<file path="src/rtl/core/slip_frame_encoder_with_ack_top_defines.svh">
// Assertion macros for the SLIP frame encoder with segment acknowledge.
// Included by the top level; refers to clk and rst_n of the including module.
`ifndef SLIP_FRAME_ENCODER_WITH_ACK_TOP_DEFINES_SVH
`define SLIP_FRAME_ENCODER_WITH_ACK_TOP_DEFINES_SVH
`ifndef SYNTHESIS
// same-cycle implication
`define SFE_ASSERT_IMP(label, ante, cons) \
  label: assert property (@(posedge clk) disable iff (!rst_n) (ante) |-> (cons)) \
    else $error("sfe: implication check failed");
// next-cycle implication
`define SFE_ASSERT_NEXT(label, ante, cons) \
  label: assert property (@(posedge clk) disable iff (!rst_n) (ante) |=> (cons)) \
    else $error("sfe: next-cycle check failed");
`else
`define SFE_ASSERT_IMP(label, ante, cons)
`define SFE_ASSERT_NEXT(label, ante, cons)
`endif
`endif

</file>
<file path="src/rtl/core/sfe_pkg.sv">
// Shared types and constants for the SLIP frame encoder.
// No dependencies; used by every module of the block.
`default_nettype none
package sfe_pkg;

  localparam logic [7:0] FRAME_END   = 8'hC0;
  localparam logic [7:0] FRAME_ESC   = 8'hDB;
  localparam logic [7:0] ESC_FOR_END = 8'hDC;
  localparam logic [7:0] ESC_FOR_ESC = 8'hDD;

  localparam int unsigned SUM_BYTES  = 4;
  localparam int unsigned IDX_W      = 3;
  localparam int unsigned TICK_W     = 17;
  localparam logic [TICK_W-1:0] TICK_MAX = {TICK_W{1'b1}};

  localparam int unsigned CFG_ADDR_W = 2;
  localparam int unsigned CFG_DATA_W = 16;
  localparam logic [15:0] MAX_PACKAGE_RST = 16'd128;
  localparam logic [15:0] ACK_LIMIT_RST   = 16'd1000;

  localparam int unsigned CMD_FIFO_DEPTH = 4;

  typedef enum logic [CFG_ADDR_W-1:0] {
    CFG_MAX_PACKAGE = 2'd0,
    CFG_ACK_LIMIT   = 2'd1
  } cfg_reg_t;

  typedef enum logic [1:0] {
    ACT_DATA = 2'd0,
    ACT_END  = 2'd1,
    ACT_RX   = 2'd2,
    ACT_TICK = 2'd3
  } action_t;

  typedef enum logic [1:0] {
    NOTE_SENT    = 2'd0,
    NOTE_REFUSED = 2'd1,
    NOTE_DROPPED = 2'd2
  } note_t;

  typedef enum logic [2:0] {
    CMD_BYTE    = 3'd0,
    CMD_ACK_REQ = 3'd1,
    CMD_END     = 3'd2,
    CMD_REFUSE  = 3'd3,
    CMD_DROP    = 3'd4
  } cmd_kind_t;

  typedef struct packed {
    cmd_kind_t   kind;
    logic [7:0]  data;
    logic        last;
  } cmd_t;

  typedef struct packed {
    logic run;
    logic awaiting;
    logic closing;
  } fe_status_t;

  typedef struct packed {
    logic sec_pending;
  } be_status_t;

endpackage
`default_nettype wire

</file>
<file path="src/rtl/core/slip_frame_encoder_with_ack_top.sv">
// Top level of the SLIP frame encoder with segment acknowledge.
// Depends on sfe_pkg, sfe_front, sfe_cmd_fifo, sfe_back and the defines header.
//
//   channel | dir | handshake              | payload
//   --------+-----+------------------------+------------------------------------
//   cfg     | in  | cfg_we                 | cfg_addr (reg index), cfg_wdata
//   in      | in  | in_tvalid / in_tready  | tdata: data_byte; tuser: action
//   out     | out | out_tvalid / out_tready| tdata: tx_byte; tuser: note; tlast
//
// A data, receive or tick word is taken whenever in_tready is high; the output
// stage sends one serial word per cycle while out_tready is high, so an escaped
// byte occupies it for two words and the command queue absorbs the difference.
// After an end word is taken on an idle encoder, input stays blocked while the
// front-end sequencer queues four checksum bytes and END; longer while the
// queue is full, shorter when a checksum byte raises an ACK request. Reset
// (rst_n, synchronous): clears all but output and queue data, max_package =
// 128, ACK tick limit = 1000. in_tready drops only while the queue is full or
// the closing sequence runs; out_tready low stalls the back end alone.
`default_nettype none
`include "slip_frame_encoder_with_ack_top_defines.svh"
module slip_frame_encoder_with_ack_top #(
  parameter int unsigned CMD_DEPTH = sfe_pkg::CMD_FIFO_DEPTH
) (
  input  logic                           clk,
  input  logic                           rst_n,
  // configuration write port
  input  logic                           cfg_we,
  input  logic [sfe_pkg::CFG_ADDR_W-1:0] cfg_addr,
  input  logic [sfe_pkg::CFG_DATA_W-1:0] cfg_wdata,
  // input words
  input  logic                           in_tvalid,
  output logic                           in_tready,
  input  logic [7:0]                     in_tdata,   // [7:0] data_byte
  input  logic [1:0]                     in_tuser,   // [1:0] action
  // output words
  output logic                           out_tvalid,
  input  logic                           out_tready,
  output logic [7:0]                     out_tdata,  // [7:0] tx_byte
  output logic [1:0]                     out_tuser,  // [1:0] note
  output logic                           out_tlast
);

  logic                cmd_push;
  logic                cmd_full;
  logic                cmd_pop;
  logic                cmd_empty;
  sfe_pkg::cmd_t       push_cmd;
  sfe_pkg::cmd_t       head_cmd;
  sfe_pkg::fe_status_t fe_stat;
  sfe_pkg::be_status_t be_stat;
  sfe_pkg::note_t      out_note;
  logic                note_shown;
  logic                end_on_idle;

  // front: classify words, update checksum/segment/ACK state, queue commands
  sfe_front u_front (
    .clk       (clk),
    .rst_n     (rst_n),
    .cfg_we    (cfg_we),
    .cfg_addr  (cfg_addr),
    .cfg_wdata (cfg_wdata),
    .in_valid  (in_tvalid),
    .in_ready  (in_tready),
    .in_action (sfe_pkg::action_t'(in_tuser)),
    .in_byte   (in_tdata),
    .cmd_full  (cmd_full),
    .cmd_push  (cmd_push),
    .cmd       (push_cmd),
    .status    (fe_stat)
  );

  // decoupling queue
  sfe_cmd_fifo #(
    .DEPTH (CMD_DEPTH)
  ) u_fifo (
    .clk      (clk),
    .rst_n    (rst_n),
    .push     (cmd_push),
    .push_cmd (push_cmd),
    .full     (cmd_full),
    .pop      (cmd_pop),
    .head_cmd (head_cmd),
    .empty    (cmd_empty)
  );

  // back: escape expansion and registered output
  sfe_back u_back (
    .clk       (clk),
    .rst_n     (rst_n),
    .cmd_empty (cmd_empty),
    .head_cmd  (head_cmd),
    .cmd_pop   (cmd_pop),
    .out_valid (out_tvalid),
    .out_ready (out_tready),
    .out_byte  (out_tdata),
    .out_note  (out_note),
    .out_last  (out_tlast),
    .status    (be_stat)
  );

  assign out_tuser = out_note;

  // terms for the checks below
  assign note_shown  = out_tvalid && (out_tuser != sfe_pkg::NOTE_SENT);
  assign end_on_idle = in_tvalid && in_tready && (in_tuser == sfe_pkg::ACT_END) &&
                       !fe_stat.awaiting && !fe_stat.closing;

  // the closing sequencer owns the queue port while it runs
  `SFE_ASSERT_IMP(a_run_blocks_input, fe_stat.run, !in_tready)
  // queue is never written while full
  `SFE_ASSERT_IMP(a_no_push_when_full, cmd_push, !cmd_full)
  // refused and dropped words carry a zero byte
  `SFE_ASSERT_IMP(a_note_zero_byte, note_shown, out_tdata == 8'h00)
  // a pending escape continuation always sits behind a shown first half
  `SFE_ASSERT_IMP(a_second_half_shown, be_stat.sec_pending, out_tvalid)
  // an accepted end word on an idle encoder starts the closing sequence
  `SFE_ASSERT_NEXT(a_end_starts_run, end_on_idle, fe_stat.run)

endmodule
`default_nettype wire

</file>
<file path="src/rtl/core/sfe_cmd_fifo.sv">
// Small command queue between front and back of the encoder.
// Depends on sfe_pkg (cmd_t, CMD_FIFO_DEPTH).
`default_nettype none
module sfe_cmd_fifo #(
  parameter int unsigned DEPTH = sfe_pkg::CMD_FIFO_DEPTH
) (
  input  logic          clk,
  input  logic          rst_n,
  input  logic          push,
  input  sfe_pkg::cmd_t push_cmd,
  output logic          full,
  input  logic          pop,
  output sfe_pkg::cmd_t head_cmd,
  output logic          empty
);
  localparam int unsigned PTR_W = (DEPTH > 1) ? $clog2(DEPTH) : 1;
  localparam int unsigned CNT_W = $clog2(DEPTH + 1);
  localparam logic [PTR_W-1:0] PTR_LAST = PTR_W'(DEPTH - 1);
  localparam logic [CNT_W-1:0] CNT_FULL = CNT_W'(DEPTH);

  sfe_pkg::cmd_t    mem_r [DEPTH];
  logic [PTR_W-1:0] wr_ptr_r, wr_ptr_nxt;
  logic [PTR_W-1:0] rd_ptr_r, rd_ptr_nxt;
  logic [CNT_W-1:0] cnt_r, cnt_nxt;

  assign full     = (cnt_r == CNT_FULL);
  assign empty    = (cnt_r == '0);
  assign head_cmd = mem_r[rd_ptr_r];

  always_comb begin
    wr_ptr_nxt = wr_ptr_r;
    rd_ptr_nxt = rd_ptr_r;
    cnt_nxt    = cnt_r;
    if (push) begin
      wr_ptr_nxt = (wr_ptr_r == PTR_LAST) ? '0 : wr_ptr_r + 1'b1;
    end
    if (pop) begin
      rd_ptr_nxt = (rd_ptr_r == PTR_LAST) ? '0 : rd_ptr_r + 1'b1;
    end
    if (push && !pop) begin
      cnt_nxt = cnt_r + 1'b1;
    end else if (pop && !push) begin
      cnt_nxt = cnt_r - 1'b1;
    end
  end

  always_ff @(posedge clk) begin
    if (!rst_n) begin
      wr_ptr_r <= '0;
      rd_ptr_r <= '0;
      cnt_r    <= '0;
    end else begin
      wr_ptr_r <= wr_ptr_nxt;
      rd_ptr_r <= rd_ptr_nxt;
      cnt_r    <= cnt_nxt;
    end
  end

  always_ff @(posedge clk) begin
    if (push) begin
      mem_r[wr_ptr_r] <= push_cmd;
    end
  end

endmodule
`default_nettype wire

</file>
<file path="src/rtl/core/sfe_front.sv">
// Front end: accepts words, holds checksum, segment and ACK-wait state, and
// queues one command per cycle while the queue has room. Depends on sfe_pkg.
`default_nettype none
module sfe_front (
  input  logic                           clk,
  input  logic                           rst_n,
  input  logic                           cfg_we,
  input  logic [sfe_pkg::CFG_ADDR_W-1:0] cfg_addr,
  input  logic [sfe_pkg::CFG_DATA_W-1:0] cfg_wdata,
  input  logic                           in_valid,
  output logic                           in_ready,
  input  sfe_pkg::action_t               in_action,
  input  logic [7:0]                     in_byte,
  input  logic                           cmd_full,
  output logic                           cmd_push,
  output sfe_pkg::cmd_t                  cmd,
  output sfe_pkg::fe_status_t            status
);
  logic [15:0] max_package_r;
  logic [15:0] ack_limit_r;

  logic [31:0]                 sum_r, sum_nxt;
  logic [15:0]                 seg_r, seg_nxt;
  logic                        awaiting_r, awaiting_nxt;
  logic [sfe_pkg::TICK_W-1:0]  wait_r, wait_nxt;
  logic [7:0]                  held_r, held_nxt;
  logic                        closing_r, closing_nxt;
  logic [sfe_pkg::IDX_W-1:0]   idx_r, idx_nxt;
  logic [31:0]                 latched_r, latched_nxt;
  logic                        run_r, run_nxt;

  logic                        accept;
  logic                        busy;
  logic                        seg_hit;
  logic [7:0]                  lat_byte;
  logic [sfe_pkg::TICK_W-1:0]  tick_inc;

  assign in_ready = !run_r && !cmd_full;
  assign accept   = in_valid && in_ready;
  assign busy     = awaiting_r || closing_r;
  assign seg_hit  = (seg_r == max_package_r);
  assign lat_byte = latched_r[{idx_r[1:0], 3'b000} +: 8];
  assign tick_inc = (wait_r == sfe_pkg::TICK_MAX) ? wait_r : wait_r + 1'b1;

  assign status.run      = run_r;
  assign status.awaiting = awaiting_r;
  assign status.closing  = closing_r;

  always_comb begin
    sum_nxt      = sum_r;
    seg_nxt      = seg_r;
    awaiting_nxt = awaiting_r;
    wait_nxt     = wait_r;
    held_nxt     = held_r;
    closing_nxt  = closing_r;
    idx_nxt      = idx_r;
    latched_nxt  = latched_r;
    run_nxt      = run_r;
    cmd_push     = 1'b0;
    cmd.kind     = sfe_pkg::CMD_BYTE;
    cmd.data     = 8'h00;
    cmd.last     = 1'b0;

    if (accept) begin
      unique case (in_action)
        sfe_pkg::ACT_DATA: begin
          cmd_push = 1'b1;
          cmd.last = 1'b1;
          if (busy) begin
            cmd.kind = sfe_pkg::CMD_REFUSE;
          end else if (seg_hit) begin
            cmd.kind     = sfe_pkg::CMD_ACK_REQ;
            awaiting_nxt = 1'b1;
            wait_nxt     = '0;
            held_nxt     = in_byte;
          end else begin
            cmd.data = in_byte;
            sum_nxt  = sum_r + {24'd0, in_byte};
            seg_nxt  = seg_r + 16'd1;
          end
        end
        sfe_pkg::ACT_END: begin
          if (busy) begin
            cmd_push = 1'b1;
            cmd.kind = sfe_pkg::CMD_REFUSE;
            cmd.last = 1'b1;
          end else begin
            latched_nxt = sum_r;
            closing_nxt = 1'b1;
            idx_nxt     = '0;
            run_nxt     = 1'b1;
          end
        end
        sfe_pkg::ACT_RX: begin
          if (awaiting_r && in_byte == sfe_pkg::ESC_FOR_END) begin
            // ACK: restart the segment and release the held byte
            awaiting_nxt = 1'b0;
            wait_nxt     = '0;
            cmd_push     = 1'b1;
            cmd.data     = held_r;
            cmd.last     = !closing_r;
            sum_nxt      = sum_r + {24'd0, held_r};
            seg_nxt      = 16'd1;
            run_nxt      = closing_r;
          end
        end
        sfe_pkg::ACT_TICK: begin
          if (awaiting_r) begin
            if (tick_inc > {1'b0, ack_limit_r}) begin
              awaiting_nxt = 1'b0;
              wait_nxt     = '0;
              cmd_push     = 1'b1;
              cmd.kind     = sfe_pkg::CMD_DROP;
              cmd.last     = !closing_r;
              run_nxt      = closing_r;
            end else begin
              wait_nxt = tick_inc;
            end
          end
        end
        default: begin
        end
      endcase
    end else if (run_r && !cmd_full) begin
      cmd_push = 1'b1;
      if (!idx_r[sfe_pkg::IDX_W-1]) begin
        // one checksum byte per cycle while the queue has room, little-endian
        idx_nxt = idx_r + 1'b1;
        if (seg_hit) begin
          cmd.kind     = sfe_pkg::CMD_ACK_REQ;
          cmd.last     = 1'b1;
          awaiting_nxt = 1'b1;
          wait_nxt     = '0;
          held_nxt     = lat_byte;
          run_nxt      = 1'b0;
        end else begin
          cmd.data = lat_byte;
          sum_nxt  = sum_r + {24'd0, lat_byte};
          seg_nxt  = seg_r + 16'd1;
        end
      end else begin
        cmd.kind    = sfe_pkg::CMD_END;
        cmd.last    = 1'b1;
        sum_nxt     = '0;
        seg_nxt     = '0;
        closing_nxt = 1'b0;
        idx_nxt     = '0;
        run_nxt     = 1'b0;
      end
    end
  end

  always_ff @(posedge clk) begin
    if (!rst_n) begin
      max_package_r <= sfe_pkg::MAX_PACKAGE_RST;
      ack_limit_r   <= sfe_pkg::ACK_LIMIT_RST;
    end else if (cfg_we) begin
      unique case (cfg_addr)
        sfe_pkg::CFG_MAX_PACKAGE: max_package_r <= cfg_wdata;
        sfe_pkg::CFG_ACK_LIMIT:   ack_limit_r   <= cfg_wdata;
        default: begin
        end
      endcase
    end
  end

  always_ff @(posedge clk) begin
    if (!rst_n) begin
      sum_r      <= '0;
      seg_r      <= '0;
      awaiting_r <= 1'b0;
      wait_r     <= '0;
      held_r     <= '0;
      closing_r  <= 1'b0;
      idx_r      <= '0;
      latched_r  <= '0;
      run_r      <= 1'b0;
    end else begin
      sum_r      <= sum_nxt;
      seg_r      <= seg_nxt;
      awaiting_r <= awaiting_nxt;
      wait_r     <= wait_nxt;
      held_r     <= held_nxt;
      closing_r  <= closing_nxt;
      idx_r      <= idx_nxt;
      latched_r  <= latched_nxt;
      run_r      <= run_nxt;
    end
  end

endmodule
`default_nettype wire

</file>
<file path="src/rtl/core/sfe_back.sv">
// Back end: expands queued commands into serial words (SLIP escaping), one word
// per cycle unless out_ready stalls the registered output. Depends on sfe_pkg.
`default_nettype none
module sfe_back (
  input  logic                clk,
  input  logic                rst_n,
  input  logic                cmd_empty,
  input  sfe_pkg::cmd_t       head_cmd,
  output logic                cmd_pop,
  output logic                out_valid,
  input  logic                out_ready,
  output logic [7:0]          out_byte,
  output sfe_pkg::note_t      out_note,
  output logic                out_last,
  output sfe_pkg::be_status_t status
);
  logic           ovalid_r, ovalid_nxt;
  logic [7:0]     obyte_r, obyte_nxt;
  sfe_pkg::note_t onote_r, onote_nxt;
  logic           olast_r, olast_nxt;
  logic           sec_r, sec_nxt;
  logic [7:0]     sec_byte_r, sec_byte_nxt;
  logic           sec_last_r, sec_last_nxt;
  logic           load;

  assign load      = !ovalid_r || out_ready;
  assign out_valid = ovalid_r;
  assign out_byte  = obyte_r;
  assign out_note  = onote_r;
  assign out_last  = olast_r;
  assign status.sec_pending = sec_r;

  always_comb begin
    ovalid_nxt   = ovalid_r;
    obyte_nxt    = obyte_r;
    onote_nxt    = onote_r;
    olast_nxt    = olast_r;
    sec_nxt      = sec_r;
    sec_byte_nxt = sec_byte_r;
    sec_last_nxt = sec_last_r;
    cmd_pop      = 1'b0;

    if (load) begin
      if (sec_r) begin
        // second half of an escape pair
        ovalid_nxt = 1'b1;
        obyte_nxt  = sec_byte_r;
        onote_nxt  = sfe_pkg::NOTE_SENT;
        olast_nxt  = sec_last_r;
        sec_nxt    = 1'b0;
      end else if (!cmd_empty) begin
        cmd_pop      = 1'b1;
        ovalid_nxt   = 1'b1;
        onote_nxt    = sfe_pkg::NOTE_SENT;
        olast_nxt    = head_cmd.last;
        sec_last_nxt = head_cmd.last;
        unique case (head_cmd.kind)
          sfe_pkg::CMD_BYTE: begin
            if (head_cmd.data == sfe_pkg::FRAME_END) begin
              obyte_nxt    = sfe_pkg::FRAME_ESC;
              olast_nxt    = 1'b0;
              sec_nxt      = 1'b1;
              sec_byte_nxt = sfe_pkg::ESC_FOR_END;
            end else if (head_cmd.data == sfe_pkg::FRAME_ESC) begin
              obyte_nxt    = sfe_pkg::FRAME_ESC;
              olast_nxt    = 1'b0;
              sec_nxt      = 1'b1;
              sec_byte_nxt = sfe_pkg::ESC_FOR_ESC;
            end else begin
              obyte_nxt = head_cmd.data;
            end
          end
          sfe_pkg::CMD_ACK_REQ: begin
            obyte_nxt    = sfe_pkg::FRAME_ESC;
            olast_nxt    = 1'b0;
            sec_nxt      = 1'b1;
            sec_byte_nxt = sfe_pkg::FRAME_END;
          end
          sfe_pkg::CMD_END: begin
            obyte_nxt = sfe_pkg::FRAME_END;
          end
          sfe_pkg::CMD_REFUSE: begin
            obyte_nxt = 8'h00;
            onote_nxt = sfe_pkg::NOTE_REFUSED;
          end
          sfe_pkg::CMD_DROP: begin
            obyte_nxt = 8'h00;
            onote_nxt = sfe_pkg::NOTE_DROPPED;
          end
          default: begin
            ovalid_nxt = 1'b0;
          end
        endcase
      end else begin
        ovalid_nxt = 1'b0;
      end
    end
  end

  always_ff @(posedge clk) begin
    if (!rst_n) begin
      ovalid_r <= 1'b0;
      sec_r    <= 1'b0;
    end else begin
      ovalid_r <= ovalid_nxt;
      sec_r    <= sec_nxt;
    end
  end

  always_ff @(posedge clk) begin
    obyte_r    <= obyte_nxt;
    onote_r    <= onote_nxt;
    olast_r    <= olast_nxt;
    sec_byte_r <= sec_byte_nxt;
    sec_last_r <= sec_last_nxt;
  end

endmodule
`default_nettype wire
</file>
<file path="config.mk">
export PLATFORM = sky130hd
export DESIGN_NAME = slip_frame_encoder_with_ack_top
export DESIGN_NICKNAME = d
export VERILOG_FILES = /design/src/rtl/core/sfe_pkg.sv /design/src/rtl/core/slip_frame_encoder_with_ack_top.sv /design/src/rtl/core/sfe_cmd_fifo.sv /design/src/rtl/core/sfe_front.sv /design/src/rtl/core/sfe_back.sv
export VERILOG_INCLUDE_DIRS = /design/src /design/src/rtl/core
export SDC_FILE = /design/constraint.sdc
export NUM_CORES = 1
export LEC_CHECK = 0
export ABC_AREA = 1
export BUFFER_PORTS_ARGS = -buffer_cell sky130_fd_sc_hd__buf_2
export CORE_ASPECT_RATIO = 0.6
export CORE_UTILIZATION = 30
export DETAILED_ROUTE_END_ITERATION = 6
export GPL_TIMING_DRIVEN = 1
export PLACE_DENSITY_LB_ADDON = 0.12
export SKIP_CTS_REPAIR_TIMING = 1
export SYNTH_ARGS = -nofsm -noshare
export SYNTH_HDL_FRONTEND = slang
export SYNTH_HIERARCHICAL = 1
export SYNTH_SLANG_ARGS = --single-unit
</file>
<file path="constraint.sdc">
create_clock -name clk -period 11.5 [get_ports clk]
set_input_delay 2.875 -clock clk [delete_from_list [all_inputs] [get_ports clk]]
set_output_delay 2.875 -clock clk [all_outputs]
set_load 0.1 [all_outputs]
</file>
## Word-level counts from Yosys, hierarchy flattened

Memories as Yosys holds them, arrays and structs flattened. A register that Yosys moved wholly into a read port is not among the register bits.
Cells that the tools add are included.

- Add/sub/neg operators: 10
- $lt $le $gt $ge: 1
- Equal/unequal tests: 32
- Shift-type cells: 1
- Mux-type cells: 120
- Bitwise gates (word level): 3
- Reduce and logical (&&, ||, !) cells: 41

Operators by type and width:

| kind | number |
|---|---|
| $mux 32 | 7 |
| $mux 17 | 9 |
| $mux 8 | 17 |
| $add 32x8->32 | 3 |
| $mux 16 | 6 |
| $pmux 32 s2 | 1 |
| $pmux 17 s3 | 1 |
| $mux 1 | 47 |
| $pmux 16 s2 | 1 |
| $pmux 8 s2 | 2 |
| $pmux 8 s4 | 1 |
| $shiftx 32x6->8 | 1 |
| $mux 3 | 10 |
| $eq 8x8->1 const B | 3 |
| $mux 12 | 2 |
| $ne 3x3->1 const B | 6 |
| $add 17x1->17 const B | 1 |
| $eq 17x17->1 const B | 1 |
| $gt 17x16->1 | 1 |
| $add 16x1->16 const B | 1 |
| $eq 16x16->1 | 1 |
| $reduce_and 5->1 | 3 |
| $mux 2 | 7 |
| $reduce_and 3->1 | 4 |
| 33 further kinds | 72 |

- Bits in registers: 172
- Memory bits (writable): 48
- Input bits: 33
- Output and inout bits: 13
- Memories: 1

Memories:

| name | words | bits a word | read ports | clocked after memory_dff | write ports | RTL line | source |
|---|---|---|---|---|---|---|---|
| u_fifo.mem_r | 4 | 12 | 1 | 1 | 1 | sfe_cmd_fifo.sv:21 | `sfe_pkg::cmd_t mem_r [DEPTH];` |

## Depth between registers and ports, before layout

- Depth in word-level cells: 11
- Mapped depth: 33

## By module

The synthesis kept the hierarchy.

By module, submodules not included:

| module | times used | cells each | area an instance (um^2) |
|---|---|---|---|
| sfe_front | 1 | 1,478 | 9,499.1 |
| sfe_cmd_fifo | 1 | 175 | 2,239.6 |
| sfe_back | 1 | 95 | 827.0 |

## Least setup slack after synthesis

Ideal clock, no wire load.

- Path type: input to register
- Start: in in_tuser[0]
- End: reg u_front.sum_r[22]
- Library setup time: 0.117 ns
- Data arrival time: 5.402 ns
- Required time: 11.383 ns
- Slack: 5.981 ns
- Cell stages on the path: 20
- Buffers on the path: 2
- Cell sequence: buf_2 > nor2_1 > clkbuf_1 > o21ai_0 > ha_1 > fa_1 > nand2_1 > nand2_1 > nand2_1 > nand2_1 > nand2_1 > nand2_1 > nand2_1 > inv_1 > nand3_1 > a21oi_1 > o21ai_0 > nand2_1 > nor2_1 > nor2_1

- Cells in the longest elaborated chain, start to end: 3
- Elaborated cells between the ends (all ways): 9

Ends and longest elaborated chain:

| element | RTL line | source |
|---|---|---|
| from (decl) | slip_frame_encoder_with_ack_top.sv:34 | `input logic [1:0] in_tuser,` |
| $eq 2x2->1 / $logic_not 2->1 (equally long branches) | sfe_front.sv:65 | `unique case (in_action)` |
| $ne 3x3->1 (no source line) / $pmux 32 s2 (equally long branches) | - |  |
| $reduce_and 6->1 (no source line) / $mux 32 (equally long branches) | - |  |
| to (signal assigned) | sfe_front.sv:179 | `sum_r <= sum_nxt;` |
| to (decl) | sfe_front.sv:22 | `logic [31:0] sum_r, sum_nxt;` |

Several ways; a longest one is shown, not always the timed one.
A chain may end at the register's enable or synchronous reset.

## Worst setup path after layout

- Start: in in_tuser[1]
- End: reg u_front.sum_r[22]

The elaborated chain is that of the path after synthesis.

==> results.tsv <==
metric	value	unit
Final Skew	0.0170	ns
RSZ-0062 raised after global routing	false	
pin count of the biggest net entering global routing	57	
status	complete, no violations	
HP Class	reg2reg	
nets	1836	
worst-margin pin slew	1.19	ns
# fillers	4387	
Synth Instances	1745	
critical path data arrival time	6.38	ns
CTS tree	done	
Worst Setup End Kind	register	
final hold vios	0	
CP max-delay cell	nor2_1	
static leakage	5.73	nW
WP data required	11.94	ns
per-cell routed wire length	17.4	µm
Post-Syn Nets	1822	
yosys warns	6	
Avg Cell Area, Syn	7.19	µm²
FF/Latch Area	4940	µm²
initial antenna violation count	0	
CP Class	in2reg	
Via density	4.97	
crit-path cells	buf_2, inv_1, nor2_1, o21ai_0, ha_1, fa_1, nand2_1, nand2_1, nand2_1, nand2_1, nand2_1, nand2_1, nand2_1, inv_1, nand3_1, a21oi_1, o21ai_0, nand2_1, nor2_1, nor2_1	
drt drc	0	
clock latency on the worst-skew pair	0.56	ns
Horiz. Die Dim	266	µm
drt first pass iters	5	
most frequent cells in the layout	370 x nand2_1, 221 x nor2_1, 179 x inv_1	
GP Congestion	0.854	
crit-path max FO	18	
final WL	40.7	mm
Worst path most repeated cell	nand2_1	
placed cell areas	13200	µm²
number of max-cap violations	0	
IO Pins	46	
Largest delay share family, worst path	simple AND/OR/NAND/NOR gates	
core area	40900	µm²
worst setup margin	5.57	ns
Power per Cell Area	200	nW/µm²
area occupied by multi-input gates	6520	µm²
post-route total power	0.00280	W
Via Count	11600	
Die ar.	42700	µm²
CP max stage delay	0.92	ns
port bufs	45	
Ant. Diodes	0	
final worst path period need	5.93	ns
number of CTS-inserted buffers	24	
clk sink count	216	
clock slew at reported path FFs	0.06	ns
vias in the first global route	10600	
GRT Total Usage	19.0	%
maximum clock path buffer count	3	
crit path launch type	input port	
starting density of the core	30.7	%
first-pass GRT wire length	63.0	mm
Worst slew margin	20.3	%
Die Ht	160	µm
H-tree Lvls	1	
setup violators final	0	
layout cells sized above 1	8.55	%
dpl ws	5.03	ns
number of buffers and inverters on the critical path	3	
DP HPWL	29.6	mm
Area Overhead vs Synth	11.5	%
Final Cell Area	14000	µm²
starting DRC count in detailed routing	978	
Slew Viols, Final	0	
gr ovfl total	0	
Mapped Area	12500	µm²
Detail Route Antenna Nets	0	
commonest non-fill, non-tap cell in the layout	nand2_1	
period utilisation layout	51.6	%
Fin Setup TNS	0	ns
CTS root buf	clkbuf_16	
Rows	57	
Max IR drop VDD	139	µV
max frequency	0.169	GHz
worst paths after layout:
path / start / endpoint / slack (ns) / cells past startpoint
setup / recovery: in_tuser[1] / u_front/sum_r[22]$_SDFFE_PN0P_ / 5.57 / 20
hold reg to reg: u_front/ack_limit_r[1]$_SDFFE_PN0P_ / u_front/ack_limit_r[1]$_SDFFE_PN0P_ / 0.47 / 2
setup reg to reg: u_front/wait_r[0]$_SDFFE_PN0P_ / u_fifo/cnt_r[2]$_SDFFE_PN0P_ / 6.93 / 30
hold / removal: u_front/ack_limit_r[1]$_SDFFE_PN0P_ / u_front/ack_limit_r[1]$_SDFFE_PN0P_ / 0.47 / 2
final cells by class:
cell class | count | share of cell area (%)
clock buffers | 31 | 4.55
clock inverters | 13 | 1.09
inverters | 201 | 5.45
multi-input cells | 1266 | 46.6
flip-flops and latches | 216 | 35.4
well taps | 560 | 5.01
repair buffers | 50 | 1.88
layer usage:
| layer | wire [µm] | track usage (%) |
|---|---|---|
| met3 | 2660 | 3.54 |
| met5 | 0 | 0 |
| met1 | 22500 | 31.4 |
| met4 | 568 | 3.53 |
| met2 | 14900 | 24.5 |
worst reg2reg max path: cells and delay by family, from the launching register on:
| family | cells | cell delay [ns] |
|---|---|---|
| flip-flops | 1 | 0.50 |
| XOR/XNOR | 1 | 0.18 |
| adder cells (fa/ha/maj) | 4 | 1.20 |
| buffers and inverters | 5 | 0.44 |
| AND/OR/NAND/NOR | 20 | 2.15 |
where the power goes:
group	switching [W]	total (W)	internal, W
clock	0.000341	0.000800	0.000459
sequential	0.0000927	0.00101	0.000920
combinational	0.000736	0.000988	0.000252
sequential cells by signal, indices dropped and copies added (netlist names), 3 cells and up, named ones only:
| name | count |
|---|---|
| u_front/seg_r | 16 |
| u_fifo/cnt_r | 3 |
| u_front/idx_r | 3 |
| u_front/latched_r | 32 |
| u_front/max_package_r | 16 |
| u_back/out_byte | 8 |
| u_fifo/mem_r | 48 |
| u_front/ack_limit_r | 16 |
| u_front/sum_r | 32 |
| u_front/held_r | 8 |
| u_front/wait_r | 17 |
metrics by stage:
| step | util [%] | hold WS [ns] | cells |
|---|---|---|---|
| after floorplan | - | 0.435 | 1745 |
| after CTS | 34.2 | 0.469 | 2337 |
| after global routing | 34.2 | 0.495 | 2337 |
| after global placement | 32.3 | 0.452 | 2293 |
| final | 34.2 | 0.466 | 2337 |
| after detailed placement | 32.3 | 0.463 | 2293 |
(Power assumes the default switching activity.)
